**src/gbp_pkg.sv**
```systemverilog
// ----------------------------------------------------------------------------
// gbp_pkg
// Shared types and constants for the gradient background pixel generator.
// ----------------------------------------------------------------------------
package gbp_pkg;

  // fill modes
  localparam logic FILL_SOLID    = 1'b0;
  localparam logic FILL_GRADIENT = 1'b1;

  // gradient directions
  typedef enum logic [1:0] {
    DIR_TOP_BOTTOM = 2'd0,
    DIR_LEFT_RIGHT = 2'd1,
    DIR_TOP_LEFT   = 2'd2,
    DIR_TOP_RIGHT  = 2'd3
  } gbp_dir_t;

  // register indexes on the configuration port
  typedef enum logic [2:0] {
    REG_FILL_MODE    = 3'd0,
    REG_DIRECTION    = 3'd1,
    REG_COLOR_ONE    = 3'd2,
    REG_COLOR_TWO    = 3'd3,
    REG_FRAME_WIDTH  = 3'd4,
    REG_FRAME_HEIGHT = 3'd5
  } gbp_reg_t;

  localparam int unsigned CH_W     = 8;   // bits per colour channel
  localparam int unsigned NUM_CH   = 3;   // red, green, blue
  localparam int unsigned DIM_W    = 13;  // frame size register width
  localparam logic [12:0] WIDTH_RST  = 13'd640;
  localparam logic [12:0] HEIGHT_RST = 13'd480;
  localparam logic [7:0]  ALPHA_OPAQUE = 8'hFF;

endpackage

```
**src/gbp_div_cell.sv**
```systemverilog
// ----------------------------------------------------------------------------
// gbp_div_cell
// One restoring division step: settles quotient bit SHIFT for every lane.
// ----------------------------------------------------------------------------
module gbp_div_cell import gbp_pkg::*; #(
  parameter int unsigned LANES = 3,
  parameter int unsigned DW    = 12,
  parameter int unsigned SW    = 1,
  parameter int unsigned SHIFT = 0
) (
  input  logic                             clk,
  input  logic                             rst_n,
  input  logic                             en,
  input  logic [DW-1:0]                    divisor,
  input  logic                             v_in,
  input  logic [LANES-1:0][DW+CH_W-1:0]    rem_in,
  input  logic [LANES-1:0][CH_W-1:0]       q_in,
  input  logic [SW-1:0]                    side_in,
  output logic                             v_out_r,
  output logic [LANES-1:0][DW+CH_W-1:0]    rem_out_r,
  output logic [LANES-1:0][CH_W-1:0]       q_out_r,
  output logic [SW-1:0]                    side_out_r
);

  localparam int unsigned RW = DW + CH_W;

  logic [RW-1:0]                 trial;
  logic [LANES-1:0][RW-1:0]      rem_nxt;
  logic [LANES-1:0][CH_W-1:0]    q_nxt;

  // compare and subtract the shifted divisor
  always_comb begin
    trial   = RW'(divisor) << SHIFT;
    rem_nxt = rem_in;
    q_nxt   = q_in;
    for (int l = 0; l < LANES; l++) begin
      if (rem_in[l] >= trial) begin
        rem_nxt[l]      = rem_in[l] - trial;
        q_nxt[l][SHIFT] = 1'b1;
      end
    end
  end

  always_ff @(posedge clk) begin
    if (!rst_n) begin
      v_out_r <= 1'b0;
    end else if (en) begin
      v_out_r <= v_in;
    end
  end

  // payload needs no reset
  always_ff @(posedge clk) begin
    if (en) begin
      rem_out_r  <= rem_nxt;
      q_out_r    <= q_nxt;
      side_out_r <= side_in;
    end
  end

endmodule

```
**src/gbp_div_chain.sv**
```systemverilog
// ----------------------------------------------------------------------------
// gbp_div_chain
// Row of eight division cells giving an 8-bit quotient per lane.
// ----------------------------------------------------------------------------
module gbp_div_chain import gbp_pkg::*; #(
  parameter int unsigned LANES = 3,
  parameter int unsigned DW    = 12,
  parameter int unsigned SW    = 1
) (
  input  logic                             clk,
  input  logic                             rst_n,
  input  logic                             en,
  input  logic [DW-1:0]                    divisor,
  input  logic                             v_in,
  input  logic [LANES-1:0][DW+CH_W-1:0]    num_in,
  input  logic [SW-1:0]                    side_in,
  output logic                             v_out,
  output logic [LANES-1:0][CH_W-1:0]       q_out,
  output logic [SW-1:0]                    side_out
);

  localparam int unsigned RW = DW + CH_W;

  logic [CH_W:0]                           v;
  logic [CH_W:0][LANES-1:0][RW-1:0]        rem;
  logic [CH_W:0][LANES-1:0][CH_W-1:0]      q;
  logic [CH_W:0][SW-1:0]                   side;

  assign v[0]    = v_in;
  assign rem[0]  = num_in;
  assign q[0]    = '0;
  assign side[0] = side_in;

  // most significant quotient bit first
  for (genvar j = 0; j < CH_W; j++) begin : g_cell
    gbp_div_cell #(
      .LANES (LANES),
      .DW    (DW),
      .SW    (SW),
      .SHIFT (CH_W - 1 - j)
    ) u_cell (
      .clk        (clk),
      .rst_n      (rst_n),
      .en         (en),
      .divisor    (divisor),
      .v_in       (v[j]),
      .rem_in     (rem[j]),
      .q_in       (q[j]),
      .side_in    (side[j]),
      .v_out_r    (v[j+1]),
      .rem_out_r  (rem[j+1]),
      .q_out_r    (q[j+1]),
      .side_out_r (side[j+1])
    );
  end

  assign v_out    = v[CH_W];
  assign q_out    = q[CH_W];
  assign side_out = side[CH_W];

endmodule

```
**config.mk**
```make
export PLATFORM = sky130hd
export DESIGN_NAME = gbp_div_chain
export DESIGN_NICKNAME = d
export VERILOG_FILES = /design/src/gbp_pkg.sv /design/src/gbp_div_cell.sv /design/src/gbp_div_chain.sv
export SDC_FILE = /design/constraint.sdc
export NUM_CORES = 1
export LEC_CHECK = 0
export ABC_CLOCK_PERIOD_IN_PS = 3810
export BUFFER_PORTS_ARGS = -buffer_cell sky130_fd_sc_hd__buf_2
export CAP_MARGIN = 10
export CORE_ASPECT_RATIO = 1.75
export CORE_MARGIN = 10
export CORE_UTILIZATION = 57
export CTS_CLUSTER_DIAMETER = 50
export DETAILED_ROUTE_END_ITERATION = 7
export PLACE_DENSITY = 0.86
export SKIP_LAST_GASP = 1
export SYNTH_ARGS = -nofsm -noshare
export SYNTH_HDL_FRONTEND = slang
export SYNTH_SLANG_ARGS = --single-unit
```
**constraint.sdc**
```tcl
create_clock -name clk -period 3.81 [get_ports clk]
set_input_delay 0.381 -clock clk [delete_from_list [all_inputs] [get_ports clk]]
set_output_delay 0.381 -clock clk [all_outputs]
set_load 0.03 [all_outputs]
```
# Word-level counts from Yosys, hierarchy flattened

Cells that the tools add are included.

Input port bits: 77
Flip-flop bits (word level): 544
Logic and storage cells: 151
Output and inout bits: 26

$add $sub $neg: 21
$lt $le $gt $ge: 24
Mux-type cells: 24

Operator list:

| operator                                         | number |
|---|---|
| 20-bit 2-to-1 mux                                | 21 |
| 20-bit by 12-bit >= comparator with 1-bit output | 3 |
| 20-bit by 13-bit >= comparator with 1-bit output | 3 |
| 20-bit by 14-bit >= comparator with 1-bit output | 3 |
| 20-bit by 15-bit >= comparator with 1-bit output | 3 |
| 20-bit by 16-bit >= comparator with 1-bit output | 3 |
| 20-bit by 17-bit >= comparator with 1-bit output | 3 |
| 20-bit by 18-bit >= comparator with 1-bit output | 3 |
| 20-bit by 19-bit >= comparator with 1-bit output | 3 |
| 20-bit by 13-bit subtractor with 20-bit output   | 3 |
| 20-bit by 14-bit subtractor with 20-bit output   | 3 |
| 20-bit by 15-bit subtractor with 20-bit output   | 3 |
| 20-bit by 16-bit subtractor with 20-bit output   | 3 |
| 20-bit by 17-bit subtractor with 20-bit output   | 3 |
| 20-bit by 18-bit subtractor with 20-bit output   | 3 |
| 20-bit by 19-bit subtractor with 20-bit output   | 3 |
| 1-bit 2-to-1 mux                                 | 3 |

# Longest topological paths before layout

Gate-level depths: netlist of run 1.

Depth after elaboration: 2
Gate-level depth with buffers: 13
Depth with buffers taken out: 11

# By module

From an unflattened synthesis of run 1, not the netlist that was laid out.

Cell total of the unflattened synthesis: 3667
Area total of the unflattened synthesis: 41370.9 um^2

Modules (own cells, without submodules):

| module                          | cells an instance | area each (um^2) | times used | sequential area each (um^2) |
|---|---|---|---|---|
| gbp_div_cell (g_cell[7].u_cell) | 506               | 5396.4           | 1          | 2572.5 |
| gbp_div_cell (g_cell[3].u_cell) | 491               | 5246.3           | 1          | 2572.5 |
| gbp_div_cell (g_cell[4].u_cell) | 460               | 5227.5           | 1          | 2572.5 |
| gbp_div_cell (g_cell[5].u_cell) | 474               | 5193.7           | 1          | 2572.5 |
| gbp_div_cell (g_cell[6].u_cell) | 448               | 5152.4           | 1          | 2572.5 |
| gbp_div_cell (g_cell[2].u_cell) | 445               | 5087.4           | 1          | 2572.5 |
| gbp_div_cell (g_cell[0].u_cell) | 410               | 5086.1           | 1          | 2572.5 |
| gbp_div_cell (g_cell[1].u_cell) | 432               | 4977.3           | 1          | 2572.5 |
| gbp_div_chain                   | 1                 | 3.8              | 1          | 0.0 |

# Least setup slack after synthesis of run 1

OpenSTA, ideal clock, no wires.

Kind: input-to-reg
Start point: input divisor[1]
End point: register g_cell[0].u_cell.rem_out_r[12] (netlist name) (data pin)
Library setup time: 0.260 ns
Path buffers: 1
Cell stages on the path: 10
Required time: 3.550 ns
Data arrival time: 3.489 ns
Setup slack: 0.061 ns
Cell sequence: inv_1 ha_1 nor2b_1 o31a_1 or3_1 a21oi_1 a21boi_1 a31oi_1 buf_2 mux2_2

RTL lines:

| item                   | line                | text |
|---|---|---|
| start: declaration     | gbp_div_chain.sv:13 | `input logic [DW-1:0] divisor,` |
| end signal: assignment | gbp_div_cell.sv:55  | `rem_out_r <= rem_nxt;` |
| end: declaration       | gbp_div_cell.sv:20  | `output logic [LANES-1:0][DW+CH_W-1:0] rem_out_r,` |

==> impl_metrics.json, run 1 <==
{
  "grt_pass1_wl_um": 118500,
  "finalCritPeriodShare_pct": 83.38,
  "path_max_fanout": 4,
  "setup-violations-final": 0,
  "nets": 3538,
  "p_per_area_nw_per_um2": 637.8,
  "synth_warnings": 0,
  "syn-num-nets": 3326,
  "crit_start": "g_cell[5].u_cell.rem_out_r[1]",
  "drv_slew": 0,
  "crit_type": "reg -> reg",
  "tns_ns": 0,
  "grt_start_max_net_pins": 89,
  "antenna_cells": 0,
  "rsz0062_at_grt": "false",
  "grt_pass1_vias": 24460,
  "min_from": "num_in[20]",
  "std_cell_rows": 116,
  "switchingPower_uw": 7918,
  "finalHoldViolCount": 0,
  "vias": 23950,
  "placed_area_sq_um": 35270,
  "areaGrowthSynthToFinish_pct": 12.33,
  "drtIter0Drc": 1288,
  "drc": 0,
  "rr_worst_depth": 11,
  "hpwl_um": 53450,
  "r2r_slack_ns": 0.63,
  "fmax_mhz": 314.8,
  "cts_hold_buf": 21,
  "p_int_uw": 15810,
  "dr.pass1.iters": 5,
  "yosys.area_share.simple_pct": 12.49,
  "ys_types": 78,
  "syn-cell-area_sq_um": 33120,
  "r2r_end": "g_cell[6].u_cell.rem_out_r[15]",
  "power_frac_seq_pct": 40.2,
  "synthMuxAreaShare_pct": 4.050,
  "min_to": "g_cell[0].u_cell.rem_out_r[20]",
  "numCtsBuffers": 52,
  "hold_depth": 1,
  "design_area_sq_um": 37200,
  "worstPathArrival_ns": 3.52,
  "synthAdderAreaFrac_pct": 12.15,
  "gp_congestion": 0.9517,
  "maxCapViolations": 0,
  "routed_via_density": 6.057,
  "htree_levels": 2,
  "post-route-util_pct": 64.89,
  "async_flop_share_pct": 0,
  "syn_inst": 2940,
  "cts_buffer_depth": 3,
  "grt_usage_pct": 20.90,
  "wl_per_cell_um": 18.61,
  "die_area_sq_um": 68520,
  "cp-end-kind": "flop",
  "clock_latency_ns": 0.60,
  "drtAntennaViolNets": 0,
  "drive_gt1_share_pct": 12.30,
  "clk_transition_reported_paths_ns": 0.07,
  "clock_power_share_pct": 22.3,
  "syn_area_per_cell_sq_um": 11.26,
  "die_x_um": 202.2,
  "yosysSeqAreaShare_pct": 49.09,
  "slew_headroom_pct": 47.15,
  "cts.sinks": 544,
  "min_path_type": "in -> reg",
  "cp-start-kind": "flop",
  "p_leak_uw": 0.01424,
  "die_y_um": 338.9,
  "initial_core_util_pct": 57.77,
  "r2r_start": "g_cell[5].u_cell.rem_out_r[1]",
  "cts_root_buf": "clkbuf_16",
  "p_comb_share_pct": 37.5,
  "final.min_clock_period_ns": 3.177,
  "synth-xor-area-share_pct": 5.977,
  "ys.flop_type": "edfxtp_1",
  "synth-edff-count": 536,
  "skew_ns": 0.01920,
  "cts-resized-gates": 0,
  "wl_um": 73570,
  "gr-total-overflow": 0,
  "switching_share_pct": 33.37,
  "cts_tree": "done",
  "worst_slew_pin_slew_ns": 0.7928,
  "synth_compound_area_share_pct": 14.31,
  "place_inst": 3844,
  "cp.required_ns": 4.16,
  "status": "finished clean",
  "instances_no_fill": 3954,
  "core_area_sq_um": 57330,
  "io_pins": 103,
  "portBuffers": 102,
  "yosys_register_bits": 544,
  "grt_antenna_before_repair": 0,
  "cts_setup_buffers": 0,
  "ir_drop_mv": 0.3592,
  "synth_top_family_by_area": "compound AO/OA/AOI/OAI gates"
}
-- metal layers --
metal / GRT usage, % / vias up / wire length, um
met5: 0 / - / 0
met4: 10.21 / 0 / 3370
met3: 2.380 / 189 / 3126
met2: 39.85 / 682 / 39520
met1: 22.11 / 11480 / 27550
li1: - / 11600 / -
-- through the flow --
step | hold WS [ns] | setup WS (ns) | power [uW]
floorplan | 0.4003 | 0.06068 | 16200
global placement | 0.4004 | 0.3491 | 17950
detailed placement | 0.4045 | 0.2879 | 18310
CTS | 0.002403 | 0.6913 | 23690
global route | 0.01298 | 0.4151 | 25190
finish | 0.03712 | 0.6331 | 23720
-- critical path, cell delays in order, from the launching register on --
cell and delay [ns]:
edfxtp_1 0.40, inv_1 0.07, ha_1 0.15, inv_1 0.06, fa_1 0.41, a21o_1 0.21
a221oi_1 0.41, a21oi_1 0.21, a211oi_1 0.32, o21ai_1 0.21, or3_1 0.36, xnor2_1 0.13
-- state kept, by name (all words and copies together), names as in the netlist --
register / flops
g_cell.u_cell.rem_out_r: 420
g_cell.u_cell.side_out_r: 8
g_cell.u_cell.v_out_r: 8
g_cell.u_cell.q_out_r: 108
-- cell usage after synthesis, drive strengths merged (21+ instances only) --
cell	n	area share, %
a211oi	27	0.61
a21o	56	1.3
a21oi	216	3.3
a31oi	22	0.42
clkbuf	35	0.40
edfxtp	536	49
fa	21	1.3
ha	288	11
inv	115	1.3
mux2	96	3.3
mux2i	26	0.79
nand2	208	2.4
nand2b	37	0.70
nand3	37	0.56
nand4	26	0.49
nor2	204	2.3
nor2b	53	1.0
nor3	59	0.89
nor4	51	1.0
o211ai	22	0.50
o21a	59	1.3
o21ai	205	3.1
or3	33	0.64
xnor2	130	3.4
xor2	96	2.5
-- kinds of logic (layout without fill, tap and decap cells) --
group                      Yosys count  in the layout
xor gates and xnor gates           226            226
AOI/OAI and AO/OA                  755            755
DFF                                544            544
adders and majority gates          309            309
and+or+nand+nor                    820            820
muxes                              122            122
buffers and inverters              164            411
-- power groups by stage --
stage                     combinational (uW)  sequential (uW)  clock, uW
after floorplan                         6840             9360          0
after global placement                  8380             9570          0
after detailed placement                8680             9620          0
after CTS                               8810             9510       5360
after global routing                    9930             9670       5580
final                                   8900             9530       5290
-- layout make-up --
class                   count  area [sq um]
well taps                 767         959.7
multi-input cells        2232         16230
clock inverters            34         385.4
clock buffers              55          1334
repair buffers            207          1599
inverters                 115         431.7
flip-flops and latches    544         16260
fillers                  4220         20130
-- layout by cell type (no fill, tap or decap), types with 37 or more instances in the layout --
cell type / n
ha_1: 288
edfxtp_1: 536
nand2b_1: 37
xnor2_1: 130
inv_1: 114
nor3_1: 58
a21oi_1: 216
o21ai_0: 202
nor2_1: 204
mux2_2: 95
a21o_1: 56
buf_2: 101
nand2_1: 208
buf_4: 65
clkbuf_16: 53
nor4_1: 49
nor2b_1: 53
nand3_1: 37
o21a_1: 59
xor2_1: 96
-- worst max path at each step --
stage / to / slack, ns / depth (start not counted)
after global routing: g_cell[6].u_cell.rem_out_r[53] / 0.42 / 11
after floorplan: g_cell[0].u_cell.rem_out_r[12] / 0.06 / 10
final: g_cell[6].u_cell.rem_out_r[15] / 0.63 / 11
after CTS: g_cell[6].u_cell.rem_out_r[15] / 0.69 / 11
after detailed placement: g_cell[6].u_cell.rem_out_r[39] / 0.29 / 12
after global placement: g_cell[6].u_cell.rem_out_r[39] / 0.35 / 12
(Power assumes the default switching activity.)
==> inputs of run 2 (changes only) <==
--- a/config.mk
+++ b/config.mk
@@ -5,15 +5,16 @@
 export SDC_FILE = /design/constraint.sdc
 export NUM_CORES = 1
 export LEC_CHECK = 0
-export ABC_CLOCK_PERIOD_IN_PS = 3810
+export ABC_AREA = 1
+export ABC_CLOCK_PERIOD_IN_PS = 3300
 export BUFFER_PORTS_ARGS = -buffer_cell sky130_fd_sc_hd__buf_2
 export CAP_MARGIN = 10
 export CORE_ASPECT_RATIO = 1.75
 export CORE_MARGIN = 10
-export CORE_UTILIZATION = 57
+export CORE_UTILIZATION = 64
 export CTS_CLUSTER_DIAMETER = 50
 export DETAILED_ROUTE_END_ITERATION = 7
-export PLACE_DENSITY = 0.86
+export PLACE_DENSITY = 0.9
 export SKIP_LAST_GASP = 1
 export SYNTH_ARGS = -nofsm -noshare
 export SYNTH_HDL_FRONTEND = slang
==> constraint.sdc (replaced) <==
create_clock -name clk -period 3.3 [get_ports clk]
set_input_delay 0.33 -clock clk [delete_from_list [all_inputs] [get_ports clk]]
set_output_delay 0.33 -clock clk [all_outputs]
set_load 0.03 [all_outputs]
==> impl_metrics.json, run 2 <==
{
  "status": "finished clean",
  "std_cell_rows": 118,
  "synthTopCellsByCount": "1655 x nand2_1, 562 x inv_1, 536 x edfxtp_1, 424 x nor2_1, 288 x ha_1",
  "fill_cells": 4551,
  "maxCapViolations": 0,
  "reg_top3": "g_cell.u_cell.rem_out_r: 420 flops, g_cell.u_cell.q_out_r: 108 flops",
  "gr-total-overflow": 0,
  "final_common_cell": "nand2_1",
  "io_pins": 103,
  "dr.pass1.iters": 7,
  "wl_um": 96800,
  "largest_reg_flops": 420,
  "syn_area_per_cell_sq_um": 7.967,
  "cts_root_buf": "clkbuf_16",
  "p_per_area_nw_per_um2": 705.1,
  "synth_area_leaders": "edfxtp_1 42%, nand2_1 16%, ha_1 9.4%",
  "drive_gt1_share_pct": 7.034,
  "wl_per_cell_um": 16.65,
  "multi_input_area_sq_um": 19380,
  "crit_type": "reg -> reg",
  "drc": 0,
  "synth.most_common_cell": "nand2_1",
  "clock_latency_ns": 0.61,
  "die_area_sq_um": 70320,
  "die_y_um": 343.4,
  "areaGrowthSynthToFinish_pct": 9.825,
  "yosysTopAreaCell": "edfxtp_1",
  "rsz0062_at_grt": "false",
  "final.min_clock_period_ns": 2.615,
  "final_cell_mix": "1655 x nand2_1, 556 x inv_1, 536 x edfxtp_1",
  "core_area_sq_um": 59200,
  "drtAntennaViolNets": 0,
  "yosys_register_bits": 544,
  "fmax_mhz": 382.5,
  "tns_ns": 0,
  "grt_antenna_before_repair": 0,
  "placed_area_sq_um": 39920,
  "die_x_um": 204.8,
  "htree_levels": 2,
  "drv_slew": 0,
  "min_path_type": "in -> reg",
  "synth_warnings": 0,
  "path_max_fanout": 12,
  "cts-resized-gates": 0,
  "worst_slew_pin_slew_ns": 0.6997,
  "grt_start_max_net_pins": 82,
  "synth-edff-count": 536,
  "finalCritPeriodShare_pct": 79.23,
  "clk_transition_reported_paths_ns": 0.06,
  "cp-start-kind": "flop",
  "async_flop_share_pct": 0,
  "hpwl_um": 72910,
  "slew_headroom_pct": 53.36,
  "grt_usage_pct": 26.94,
  "routed_via_density": 5.668,
  "antenna_cells": 0,
  "cts_buffer_depth": 3,
  "ir_drop_mv": 0.5470,
  "ys.flop_type": "edfxtp_1",
  "initial_core_util_pct": 64.59,
  "numCtsBuffers": 53,
  "syn-num-nets": 5186,
  "finalHoldViolCount": 0,
  "regArea_sq_um": 16260,
  "largest-register": "g_cell.u_cell.rem_out_r",
  "grt_pass1_wl_um": 153700,
  "cp-end-kind": "flop",
  "syn-cell-area_sq_um": 38240,
  "synth_top_area_share_pct": 42.09,
  "ys_types": 43,
  "grt_pass1_vias": 32950,
  "worstPathArrival_ns": 2.96,
  "gp_congestion": 0.9748,
  "design_area_sq_um": 42000,
  "setup-violations-final": 0,
  "nets": 5375,
  "cts.sinks": 544,
  "vias": 32950,
  "drtIter0Drc": 2113,
  "yosysSeqAreaShare_pct": 42.51,
  "cts_tree": "done",
  "skew_ns": 0.01891,
  "portBuffers": 102,
  "p_leak_uw": 0.01961,
  "syn_inst": 4800,
  "cts_setup_buffers": 0,
  "cp.required_ns": 3.64
}
run 2: changes by cell type in the layout (fill, tap and decap cells not counted), sizes merged, moves of 39 or more:
| cell | before | now |
|---|---|---|
| a21oi | 216 | 276 |
| nand4 | 26 | 90 |
| a21o | 56 | 17 |
| nor2b | 53 | 0 |
| mux2 | 96 | 0 |
| inv | 120 | 586 |
| xnor2 | 130 | 54 |
| nor2 | 204 | 435 |
| nor4 | 51 | 1 |
| nand2 | 208 | 1677 |
| nand3b | 6 | 70 |
| o21a | 59 | 8 |
| nand3 | 37 | 301 |
run 2: final timing paths:
kind	depth (start not counted)	slack (ns)	endpoint	startpoint
hold / removal	3	0.07	g_cell[0].u_cell.rem_out_r[53]	num_in[53]
setup reg to reg	12	0.69	g_cell[1].u_cell.rem_out_r[16]	g_cell[0].u_cell.rem_out_r[6]
hold reg to reg	0	0.41	g_cell[4].u_cell.q_out_r[22]	g_cell[3].u_cell.q_out_r[22]
setup / recovery	12	0.69	g_cell[1].u_cell.rem_out_r[16]	g_cell[0].u_cell.rem_out_r[6]
run 2: timing repair:
item                                    in CTS  in global routing
endpoints found under the setup margin       0                  0
hold buffers                                24                  0
hold endpoints to repair                    29                  0
run 2: worst max-delay path: stages, from the launching register on:
cell and delay (ns):
edfxtp_1 0.32, inv_1 0.06, ha_1 0.28, fa_1 0.44, nand3b_1 0.18, nand2_1 0.18
nand2_1 0.08, nand2_1 0.12, nand3_1 0.10, nand3_2 0.22, inv_2 0.15, nand2_1 0.09
nand2_1 0.11
run 2: layout make-up:
| class | instances | area share (%) |
|---|---|---|
| inverter | 579 | 5.204 |
| timing repair buffer | 176 | 3.241 |
| multi-input combinational | 3635 | 46.14 |
| sequential | 544 | 38.70 |
| tap | 780 | 2.324 |
| clock inverter | 39 | 1.069 |
| clock buffer | 60 | 3.322 |
run 2: cells by family (layout without fill, tap and decap cells):
family | Yosys count | after routing | share of synthesized area (%)
DFF | 544 | 544 | 42.51
adders and majority gates | 309 | 309 | 10.52
xor gates and xnor gates | 149 | 149 | 3.412
AOI/OAI and AO/OA | 517 | 517 | 7.253
and+or+nand+nor | 2660 | 2660 | 29.48
buffers and inverters | 621 | 854 | 6.825
run 2: stage by stage:
stage                     worst slack [ns]  std cells  hold WS, ns  utilization (%)  total power, uW
after detailed placement            0.1921       5690       0.4045            67.42            22950
final                               0.6855       5813      0.06843            70.94            29620
after global placement              0.2574       5690       0.4009            67.42            22540
after floorplan                     0.6910       4800       0.4003                -            19960
after CTS                           0.7460       5813      0.04342            70.94            29480
after global routing                0.5346       5813      0.07085            70.94            31700
run 2: power breakdown:
group	switching [uW]	internal [uW]	leakage [uW]	total, uW
Clock	2790	3650	0.000890	6440
Combinational	7870	4480	0.0135	12300
Sequential	994	9830	0.00523	10800
Total	11600	18000	0.0196	29600
run 2: layer usage:
layer / vias to the layer above / wire length (um) / track usage, % / share of wire [%]
met5: - / 0 / 0 / 0
met4: 0 / 6870 / 18.42 / 7.1
met3: 375 / 4519 / 3.118 / 4.7
met2: 1105 / 51400 / 51.31 / 53
met1: 15130 / 34010 / 26.45 / 35
li1: 16340 / - / - / -
